--- config.mk ---
export PLATFORM = sky130hd
export DESIGN_NAME = quoted_printable_decoder_top
export DESIGN_NICKNAME = d
export VERILOG_FILES = /design/src/rtl/qpd_pkg.sv /design/src/rtl/qpd_front.sv /design/src/rtl/qpd_fifo.sv /design/src/rtl/qpd_back.sv /design/src/rtl/quoted_printable_decoder_top.sv
export SDC_FILE = /design/constraint.sdc
export NUM_CORES = 1
export LEC_CHECK = 0
export CELL_PAD_IN_SITES_DETAIL_PLACEMENT = 1
export CELL_PAD_IN_SITES_GLOBAL_PLACEMENT = 2
export CORE_MARGIN = 1.5
export CORE_UTILIZATION = 42
export CTS_CLUSTER_SIZE = 16
export DETAILED_ROUTE_END_ITERATION = 16
export DONT_BUFFER_PORTS = 1
export GPL_ROUTABILITY_DRIVEN = 0
export PLACE_DENSITY = 0.84
export SLEW_MARGIN = 20
export SYNTH_ARGS = -nofsm -noshare
export SYNTH_HDL_FRONTEND = slang
export SYNTH_SLANG_ARGS = --single-unit
export TNS_END_PERCENT = 30
--- constraint.sdc ---
create_clock -name i_clk -period 7.15 [get_ports i_clk]
set_input_delay 1.43 -clock i_clk [delete_from_list [all_inputs] [get_ports i_clk]]
set_output_delay 1.43 -clock i_clk [all_outputs]
set_load 0.02 [all_outputs]
--- src/rtl/qpd_pkg.sv ---
// ----------------------------------------------------------------------------
// qpd_pkg
// Shared types, constants and helpers of the quoted-printable decoder.
// ----------------------------------------------------------------------------
package qpd_pkg;

    localparam int unsigned QPD_FIFO_DEPTH = 4;
    localparam int unsigned QPD_MAX_RES    = 5;

    localparam logic [7:0] CHAR_EQ = 8'h3D;
    localparam logic [7:0] CHAR_CR = 8'h0D;
    localparam logic [7:0] CHAR_LF = 8'h0A;
    localparam logic [7:0] REPL_HI = 8'hFF;
    localparam logic [7:0] REPL_LO = 8'hFD;

    typedef enum logic [1:0] {
        MODE_FAIL    = 2'd0,
        MODE_REPLACE = 2'd1,
        MODE_IGNORE  = 2'd2
    } t_err_mode;

    typedef enum logic [1:0] {
        ST_OK   = 2'd0,
        ST_ERR  = 2'd1,
        ST_FAIL = 2'd2
    } t_status;

    typedef enum logic [2:0] {
        PH_PLAIN = 3'b001,
        PH_EQ    = 3'b010,
        PH_HELD  = 3'b100
    } t_phase;

    // One classified input item: up to five decoded bytes plus message end info.
    typedef struct packed {
        logic [QPD_MAX_RES-1:0][7:0] data;
        logic [2:0]                  cnt;
        logic                        last;
        t_status                     status;
    } t_item;

    // Returns {ok, nibble}.
    function automatic logic [4:0] hex_val(logic [7:0] c);
        logic [4:0] r;
        r = 5'd0;
        if (c >= 8'h30 && c <= 8'h39) begin
            r = {1'b1, c[3:0]};
        end else if ((c >= 8'h41 && c <= 8'h46) || (c >= 8'h61 && c <= 8'h66)) begin
            r = {1'b1, 4'(c[3:0] + 4'd9)};
        end
        return r;
    endfunction

    function automatic t_item push(t_item it, logic [7:0] b);
        t_item r;
        r = it;
        r.data[r.cnt] = b;
        r.cnt = 3'(r.cnt + 3'd1);
        return r;
    endfunction

    // Replacement bytes of a handled bad escape (nothing in ignore mode).
    function automatic t_item bad_push(t_item it, t_err_mode m);
        t_item r;
        r = it;
        if (m == MODE_REPLACE) begin
            r = push(r, REPL_HI);
            r = push(r, REPL_LO);
        end
        return r;
    endfunction

endpackage

--- src/rtl/qpd_front.sv ---
// ----------------------------------------------------------------------------
// qpd_front
// Accepts encoded bytes, tracks the escape state and turns each byte that
// causes decoded bytes or ends a message into one queue item holding them.
// ----------------------------------------------------------------------------
module qpd_front import qpd_pkg::*; (
    input  logic       i_clk,
    input  logic       i_rst_n,
    input  logic       i_in_valid,
    output logic       o_in_stall,
    input  logic [7:0] i_in_byte,
    input  logic       i_in_last,
    input  logic       i_cfg_valid,
    output logic       o_cfg_ready,
    input  logic [1:0] i_cfg_data,
    input  logic       i_q_full,
    output logic       o_q_push,
    output t_item      o_q_item
);

    t_err_mode r_mode;
    t_phase    r_phase, n_phase;
    logic [7:0] r_held, n_held;
    logic       r_err, n_err;
    logic       r_fail, n_fail;
    logic       accept;
    logic       is_fail;
    logic [4:0] hx_h, hx_b;
    t_item      it;

    assign o_cfg_ready = 1'b1;
    assign o_in_stall  = i_q_full;
    assign accept      = i_in_valid && !i_q_full;
    assign is_fail     = (r_mode == MODE_FAIL);
    assign hx_h        = hex_val(r_held);
    assign hx_b        = hex_val(i_in_byte);

    always_comb begin
        n_phase = r_phase;
        n_held  = r_held;
        n_err   = r_err;
        n_fail  = r_fail;
        it      = '0;
        it.last = i_in_last;
        if (!r_fail) begin
            unique case (r_phase)
                PH_EQ: begin
                    if (i_in_last) begin
                        n_phase = PH_PLAIN;
                        if (is_fail) begin
                            n_fail = 1'b1;
                        end else begin
                            n_err = 1'b1;
                            it    = bad_push(it, r_mode);
                            it    = push(it, i_in_byte);
                        end
                    end else begin
                        n_held  = i_in_byte;
                        n_phase = PH_HELD;
                    end
                end
                PH_HELD: begin
                    n_phase = PH_PLAIN;
                    n_held  = 8'd0;
                    if (r_held == CHAR_CR && i_in_byte == CHAR_LF) begin
                        // soft line break: drop
                    end else if (hx_h[4] && hx_b[4]) begin
                        it = push(it, {hx_h[3:0], hx_b[3:0]});
                    end else if (is_fail) begin
                        n_fail = 1'b1;
                    end else begin
                        // Rescan both held bytes as ordinary input.
                        n_err = 1'b1;
                        it    = bad_push(it, r_mode);
                        if (r_held == CHAR_EQ) begin
                            if (i_in_last) begin
                                it = bad_push(it, r_mode);
                                it = push(it, i_in_byte);
                            end else begin
                                n_held  = i_in_byte;
                                n_phase = PH_HELD;
                            end
                        end else begin
                            it = push(it, r_held);
                            if (i_in_byte == CHAR_EQ) begin
                                if (i_in_last) begin
                                    it = bad_push(it, r_mode);
                                end else begin
                                    n_phase = PH_EQ;
                                end
                            end else begin
                                it = push(it, i_in_byte);
                            end
                        end
                    end
                end
                default: begin
                    n_phase = PH_PLAIN;
                    if (i_in_byte == CHAR_EQ) begin
                        if (!i_in_last) begin
                            n_phase = PH_EQ;
                        end else if (is_fail) begin
                            n_fail = 1'b1;
                        end else begin
                            n_err = 1'b1;
                            it    = bad_push(it, r_mode);
                        end
                    end else begin
                        it = push(it, i_in_byte);
                    end
                end
            endcase
        end
        it.status = n_fail ? ST_FAIL : (n_err ? ST_ERR : ST_OK);
        if (i_in_last) begin
            n_phase = PH_PLAIN;
            n_held  = 8'd0;
            n_err   = 1'b0;
            n_fail  = 1'b0;
        end
    end

    assign o_q_item = it;
    assign o_q_push = accept && (it.cnt != 3'd0 || i_in_last);

    always_ff @(posedge i_clk) begin
        if (!i_rst_n) begin
            r_mode  <= MODE_FAIL;
            r_phase <= PH_PLAIN;
            r_held  <= 8'd0;
            r_err   <= 1'b0;
            r_fail  <= 1'b0;
        end else begin
            if (i_cfg_valid) begin
                unique case (i_cfg_data)
                    MODE_FAIL:    r_mode <= MODE_FAIL;
                    MODE_REPLACE: r_mode <= MODE_REPLACE;
                    default:      r_mode <= MODE_IGNORE;
                endcase
            end
            if (accept) begin
                r_phase <= n_phase;
                r_held  <= n_held;
                r_err   <= n_err;
                r_fail  <= n_fail;
            end
        end
    end

endmodule

--- src/rtl/qpd_fifo.sv ---
// ----------------------------------------------------------------------------
// qpd_fifo
// Short item queue between the classifier and the result serializer.
// ----------------------------------------------------------------------------
module qpd_fifo import qpd_pkg::*; #(
    parameter int unsigned DEPTH = QPD_FIFO_DEPTH
) (
    input  logic  i_clk,
    input  logic  i_rst_n,
    input  logic  i_push,
    input  t_item i_wdata,
    input  logic  i_pop,
    output logic  o_full,
    output logic  o_empty,
    output t_item o_rdata
);

    localparam int unsigned PW = (DEPTH > 1) ? $clog2(DEPTH) : 1;
    localparam int unsigned CW = $clog2(DEPTH + 1);

    t_item         r_mem [DEPTH];
    logic [PW-1:0] r_wr, r_rd;
    logic [CW-1:0] r_cnt;

    assign o_full  = (r_cnt == CW'(DEPTH));
    assign o_empty = (r_cnt == '0);
    assign o_rdata = r_mem[r_rd];

    always_ff @(posedge i_clk) begin
        if (i_push) begin
            r_mem[r_wr] <= i_wdata;
        end
    end

    always_ff @(posedge i_clk) begin
        if (!i_rst_n) begin
            r_wr  <= '0;
            r_rd  <= '0;
            r_cnt <= '0;
        end else begin
            if (i_push) begin
                r_wr <= (r_wr == PW'(DEPTH - 1)) ? '0 : PW'(r_wr + 1'b1);
            end
            if (i_pop) begin
                r_rd <= (r_rd == PW'(DEPTH - 1)) ? '0 : PW'(r_rd + 1'b1);
            end
            if (i_push && !i_pop) begin
                r_cnt <= CW'(r_cnt + 1'b1);
            end else if (i_pop && !i_push) begin
                r_cnt <= CW'(r_cnt - 1'b1);
            end
        end
    end

endmodule

--- src/rtl/qpd_back.sv ---
// ----------------------------------------------------------------------------
// qpd_back
// Walks the head item to the output register, one result per unstalled cycle.
// ----------------------------------------------------------------------------
module qpd_back import qpd_pkg::*; (
    input  logic       i_clk,
    input  logic       i_rst_n,
    input  logic       i_q_empty,
    input  t_item      i_q_item,
    output logic       o_q_pop,
    output logic       o_res_valid,
    input  logic       i_res_stall,
    output logic [7:0] o_out_byte,
    output logic       o_out_valid,
    output logic       o_run_last,
    output logic       o_msg_done,
    output logic [1:0] o_status
);

    logic [2:0] r_idx;
    logic       r_res_valid;
    logic [7:0] r_byte;
    logic       r_bvalid, r_run_last, r_done;
    logic [1:0] r_status;
    logic [2:0] total;
    logic       fin, load, has_data;

    assign has_data = (i_q_item.cnt != 3'd0);
    assign total    = has_data ? i_q_item.cnt : 3'd1;
    assign fin      = (r_idx == 3'(total - 3'd1));
    assign load     = !i_q_empty && (!r_res_valid || !i_res_stall);
    assign o_q_pop  = load && fin;

    always_ff @(posedge i_clk) begin
        if (!i_rst_n) begin
            r_idx       <= 3'd0;
            r_res_valid <= 1'b0;
        end else begin
            if (load) begin
                r_res_valid <= 1'b1;
                r_idx       <= fin ? 3'd0 : 3'(r_idx + 3'd1);
            end else if (!i_res_stall) begin
                r_res_valid <= 1'b0;
            end
        end
    end

    always_ff @(posedge i_clk) begin
        if (load) begin
            r_byte     <= has_data ? i_q_item.data[r_idx] : 8'd0;
            r_bvalid   <= has_data;
            r_run_last <= fin;
            r_done     <= fin && i_q_item.last;
            r_status   <= (fin && i_q_item.last) ? i_q_item.status : ST_OK;
        end
    end

    assign o_res_valid = r_res_valid;
    assign o_out_byte  = r_byte;
    assign o_out_valid = r_bvalid;
    assign o_run_last  = r_run_last;
    assign o_msg_done  = r_done;
    assign o_status    = r_status;

endmodule

--- src/rtl/quoted_printable_decoder_top.sv ---
// ----------------------------------------------------------------------------
// quoted_printable_decoder_top
// Quoted-printable decoder: encoded bytes in, decoded bytes out.
// ----------------------------------------------------------------------------
// Channel   Direction  Handshake                   Payload
// input     in         i_in_valid / o_in_stall     i_in_byte, i_in_last
// result    out        o_res_valid / i_res_stall   o_out_byte, o_out_valid,
//                                                  o_run_last, o_msg_done, o_status
// config    in         i_cfg_valid / o_cfg_ready   i_cfg_data (error mode)
//
// The front classifies one byte per cycle unless the queue is full; a byte
// causing one result flows through the queue and the output register at
// one item per cycle unless i_res_stall holds it. A byte causing k results
// (up to five) holds the serializer until all k enter the output register.
// Reset is synchronous, active low; it clears the escape state, the queue
// and the error mode (fail). A full queue raises o_in_stall; i_res_stall
// holds the output register and backs up into the queue.
// ----------------------------------------------------------------------------
module quoted_printable_decoder_top import qpd_pkg::*; #(
    parameter int unsigned FIFO_DEPTH = QPD_FIFO_DEPTH
) (
    input  logic       i_clk,
    input  logic       i_rst_n,
    // input items
    input  logic       i_in_valid,
    output logic       o_in_stall,
    input  logic [7:0] i_in_byte,
    input  logic       i_in_last,
    // configuration write
    input  logic       i_cfg_valid,
    output logic       o_cfg_ready,
    input  logic [1:0] i_cfg_data,
    // result items
    output logic       o_res_valid,
    input  logic       i_res_stall,
    output logic [7:0] o_out_byte,
    output logic       o_out_valid,
    output logic       o_run_last,
    output logic       o_msg_done,
    output logic [1:0] o_status
);

    logic  q_full, q_empty, q_push, q_pop;
    t_item q_wdata, q_rdata;

    // Front: escape tracking and per-byte classification.
    qpd_front u_front (
        .i_clk       (i_clk),
        .i_rst_n     (i_rst_n),
        .i_in_valid  (i_in_valid),
        .o_in_stall  (o_in_stall),
        .i_in_byte   (i_in_byte),
        .i_in_last   (i_in_last),
        .i_cfg_valid (i_cfg_valid),
        .o_cfg_ready (o_cfg_ready),
        .i_cfg_data  (i_cfg_data),
        .i_q_full    (q_full),
        .o_q_push    (q_push),
        .o_q_item    (q_wdata)
    );

    // Decouple classification from result delivery.
    qpd_fifo #(
        .DEPTH (FIFO_DEPTH)
    ) u_fifo (
        .i_clk   (i_clk),
        .i_rst_n (i_rst_n),
        .i_push  (q_push),
        .i_wdata (q_wdata),
        .i_pop   (q_pop),
        .o_full  (q_full),
        .o_empty (q_empty),
        .o_rdata (q_rdata)
    );

    // Back: serialize each item into results.
    qpd_back u_back (
        .i_clk       (i_clk),
        .i_rst_n     (i_rst_n),
        .i_q_empty   (q_empty),
        .i_q_item    (q_rdata),
        .o_q_pop     (q_pop),
        .o_res_valid (o_res_valid),
        .i_res_stall (i_res_stall),
        .o_out_byte  (o_out_byte),
        .o_out_valid (o_out_valid),
        .o_run_last  (o_run_last),
        .o_msg_done  (o_msg_done),
        .o_status    (o_status)
    );

endmodule

==> flow_summary.json <==
{
  "die_area_um2": 25600,
  "p_total_mw": 3.76,
  "synth_top_cells_by_area": "edfxtp_1 (57%), mux4_2 (12%), dfxtp_1 (5.4%)",
  "grt_pass1_vias": 6863,
  "synth_edf_count": 197,
  "fmax_mhz": 223,
  "whs_path_depth": 2,
  "slowest_delay_ns": 0.57,
  "reg2reg_slack_ns": 2.81,
  "cts_max_path_buffers": 3,
  "swShare_pct": 26.9,
  "status": "complete, no violations",
  "hold_path.class": "flip-flop to flip-flop",
  "synth-seq-cells": 225,
  "final_cell_area_um2": 11500,
  "synth_top_area_cell": "edfxtp_1",
  "drtIter0Drc": 711,
  "cp.depth": 15,
  "syn-cell-area_um2": 10400,
  "synth_cells": 713,
  "die_x_um": 160,
  "num_io_pins": 32,
  "yosysSeqAreaShare_pct": 62.4,
  "clkLatencyLatePin_ns": 0.52,
  "utilization_pct": 47.6,
  "cp_max_fo": 11,
  "fin_crit_sh_pct": 62.8,
  "initial_core_util_pct": 42.8,
  "htreeDepth": 1,
  "row_count": 57,
  "core_region_area_um2": 24200,
  "holdWs_ns": 0.507,
  "ant_nets": 0,
  "cts_root_buf": "clkbuf_16",
  "power_density_nw_per_um2": 326,
  "syn_area_per_cell_um2": 14.5,
  "syn_nets": 746,
  "p_leak_nw": 3.84,
  "clkTransAtPathRegs_ns": 0.06,
  "crit_arrival_ns": 4.92,
  "relSlewSlack_pct": 30.1,
  "synth_cell_types": 71,
  "viasPerCell": 6.16,
  "drive_gt1_share_pct": 18.0,
  "postCtsSetupBuffers": 0,
  "critPathKind": "input port to flip-flop",
  "grt_overflow": 0,
  "final_hold_viol_count": 0,
  "n_fill_cell": 2393,
  "drv_cap": 0,
  "start_kind": "input port",
  "async_reset_ff_share_pct": 0,
  "place_hpwl_mm": 17.1,
  "pwr-share-seq_pct": 48.3,
  "firstDrtPassIters": 7,
  "cp_slowest_cell": "nor4bb_1",
  "grt_pass1_wl_mm": 41.6,
  "cts_hold_buf": 0,
  "place_inst": 1003,
  "numCtsBuffers": 24,
  "port_buffers": 0,
  "finalNetCount": 738,
  "crit_chain": "inv_1, ha_1, nor3b_1, nor4bb_1, a21oi_2, o221ai_1, a221oi_2, a21boi_2, nor2_1, ha_1, inv_1, fa_1, xor2_1, or3_1, a21boi_0",
  "cts_tree": "built",
  "finClkSkew_ns": 0.0159,
  "instances_no_fill": 1047,
  "rsz0062_at_grt": "no",
  "min_from": "u_fifo.r_rd[0]",
  "wl_mm": 26.7,
  "peakVddDrop_uv": 169,
  "clock_power_share_pct": 34.3,
  "p_comb_share_pct": 17.4,
  "grtUsageTotal_pct": 21.4,
  "r2r_end": "u_fifo.r_cnt[2]",
  "crit_family": "simple AND/OR/NAND/NOR gates",
  "switching_power_mw": 1.01,
  "yosys.area.top_type_share_pct": 57.0,
  "cellInternalPower_mw": 2.75,
  "post_drt_wl_per_cell_um": 25.5,
  "endpoint_kind": "flip-flop",
  "worstPathRequired_ns": 7.58,
  "yosysWarnings": 0,
  "worst_pin_slew_ns": 1.03,
  "area_growth_pct": 11.2,
  "period_minus_slack_ns": 4.49,
  "antenna_cells": 0,
  "worstRegToRegCells": 14,
  "synth_ff_type": "edfxtp_1",
  "final-setup-viol-count": 0,
  "vias": 6452,
  "cts.sinks": 225,
  "die_h_um": 160,
  "drc": 0,
  "path_buf_inv": 2,
  "placed_area_um2": 10700,
  "post_cts_resized": 0,
  "slew_violations": 0,
  "grt_start_max_net_pins": 47,
  "antenna_found_initial": 0
}
[synth_stat cells, drive strengths merged (12+ instances only)]
cell	number
edfxtp	197
nand2	74
mux4	54
a21oi	39
dfxtp	28
clkbuf	27
nor2	26
buf	18
nor2b	18
o21ai	18
ha	16
inv	15
nand3	12
nor3	12
[sequential cells by signal, summed over array words and instances, names as in the netlist, 3 cells and up, named ones only]
name,flops
u_front.r_held,8
u_back.o_out_byte,8
u_fifo.r_mem,184
u_fifo.r_cnt,3
u_front.r_phase,3
u_back.r_idx,3
[worst max-delay path by stage]
| stage | from | to | slack [ns] |
|---|---|---|---|
| after floorplan | i_in_byte[0] | u_fifo.r_mem[0][0] | -0.03 |
| after detailed placement | i_in_byte[0] | u_fifo.r_cnt[2] | 2.26 |
| final | i_in_byte[0] | u_fifo.r_cnt[2] | 2.66 |
| after global placement | i_in_byte[6] | u_fifo.r_cnt[2] | 2.43 |
| after global routing | flip-flop | u_fifo.r_cnt[2] | 2.38 |
| after CTS | flip-flop | u_fifo.r_cnt[2] | 2.70 |
[layout by cell type (no fill, tap or decap), types with 3 or more instances in the layout]
cell type,n
nor2b_1,18
clkbuf_8,6
nand3_1,12
dfxtp_1,26
a21o_1,10
nand4_1,4
ha_1,16
and3_1,4
xnor2_1,8
a221oi_1,5
clkbuf_1,5
nor3b_2,4
mux4_2,54
mux2i_1,9
buf_4,11
nor2_1,24
a22oi_1,4
inv_1,15
clkinv_2,4
a22o_1,7
nor3_1,11
or3_1,3
o21ai_0,16
or2_2,3
a21oi_1,38
o2111ai_1,3
clkbuf_16,26
a32oi_1,8
o21a_1,5
xor2_1,4
edfxtp_1,197
a31oi_1,10
nand2_1,73
a211oi_1,5
and2_1,6
nand2b_1,8
a21boi_0,4
[per-stage QoR]
step	setup WS, ns	setup TNS (ns)
finish	2.66	0
global route	2.38	0
CTS	2.70	0
detailed placement	2.26	0
global placement	2.43	0
floorplan	-0.0284	-5.22
[layer usage]
layer  up-vias  global-route usage (%)  wire length (um)
met5         -                       0                 0
met4         0                    6.75               720
met3        68                    3.79              1890
met2       246                    35.4             13000
met1      3359                    28.8             11100
li1       2779                       -                 -
[tightest hold or removal path, stage by stage (launching register included)]
cell      delay, ns
dfxtp_1        0.33
nand2_1        0.06
a21boi_1       0.07
[power groups by stage]
stage	sequential [mW]	clock, mW	combinational, mW
after floorplan	1.74	0	0.593
after global placement	1.84	0	0.635
after detailed placement	1.85	0	0.664
after CTS	1.83	1.32	0.668
after global routing	1.85	1.36	0.719
final	1.82	1.29	0.654
[cells by family (layout without fill, tap and decap cells)]
kind of cell | after synthesis | in the layout | share of synthesized area (%)
xor gates and xnor gates | 12 | 12 | 1.01
other | 1 | 1 | 0.0362
AOI/OAI and AO/OA | 141 | 141 | 9.41
muxes | 63 | 63 | 12.6
adders and majority gates | 17 | 17 | 2.12
DFF | 225 | 225 | 62.4
and+or+nand+nor | 192 | 192 | 9.81
buffers and inverters | 62 | 72 | 2.58
[area by class of cell]
type / count / area, um^2 / share of cell area, %
multi-input combinational: 426 / 3660 / 31.7
tap: 324 / 405 / 3.51
clock inverter: 7 / 88.8 / 0.770
inverter: 17 / 63.8 / 0.553
sequential: 225 / 6480 / 56.2
timing repair buffer: 11 / 82.6 / 0.716
clock buffer: 37 / 752 / 6.52
Power figures use the tool's default switching activity.
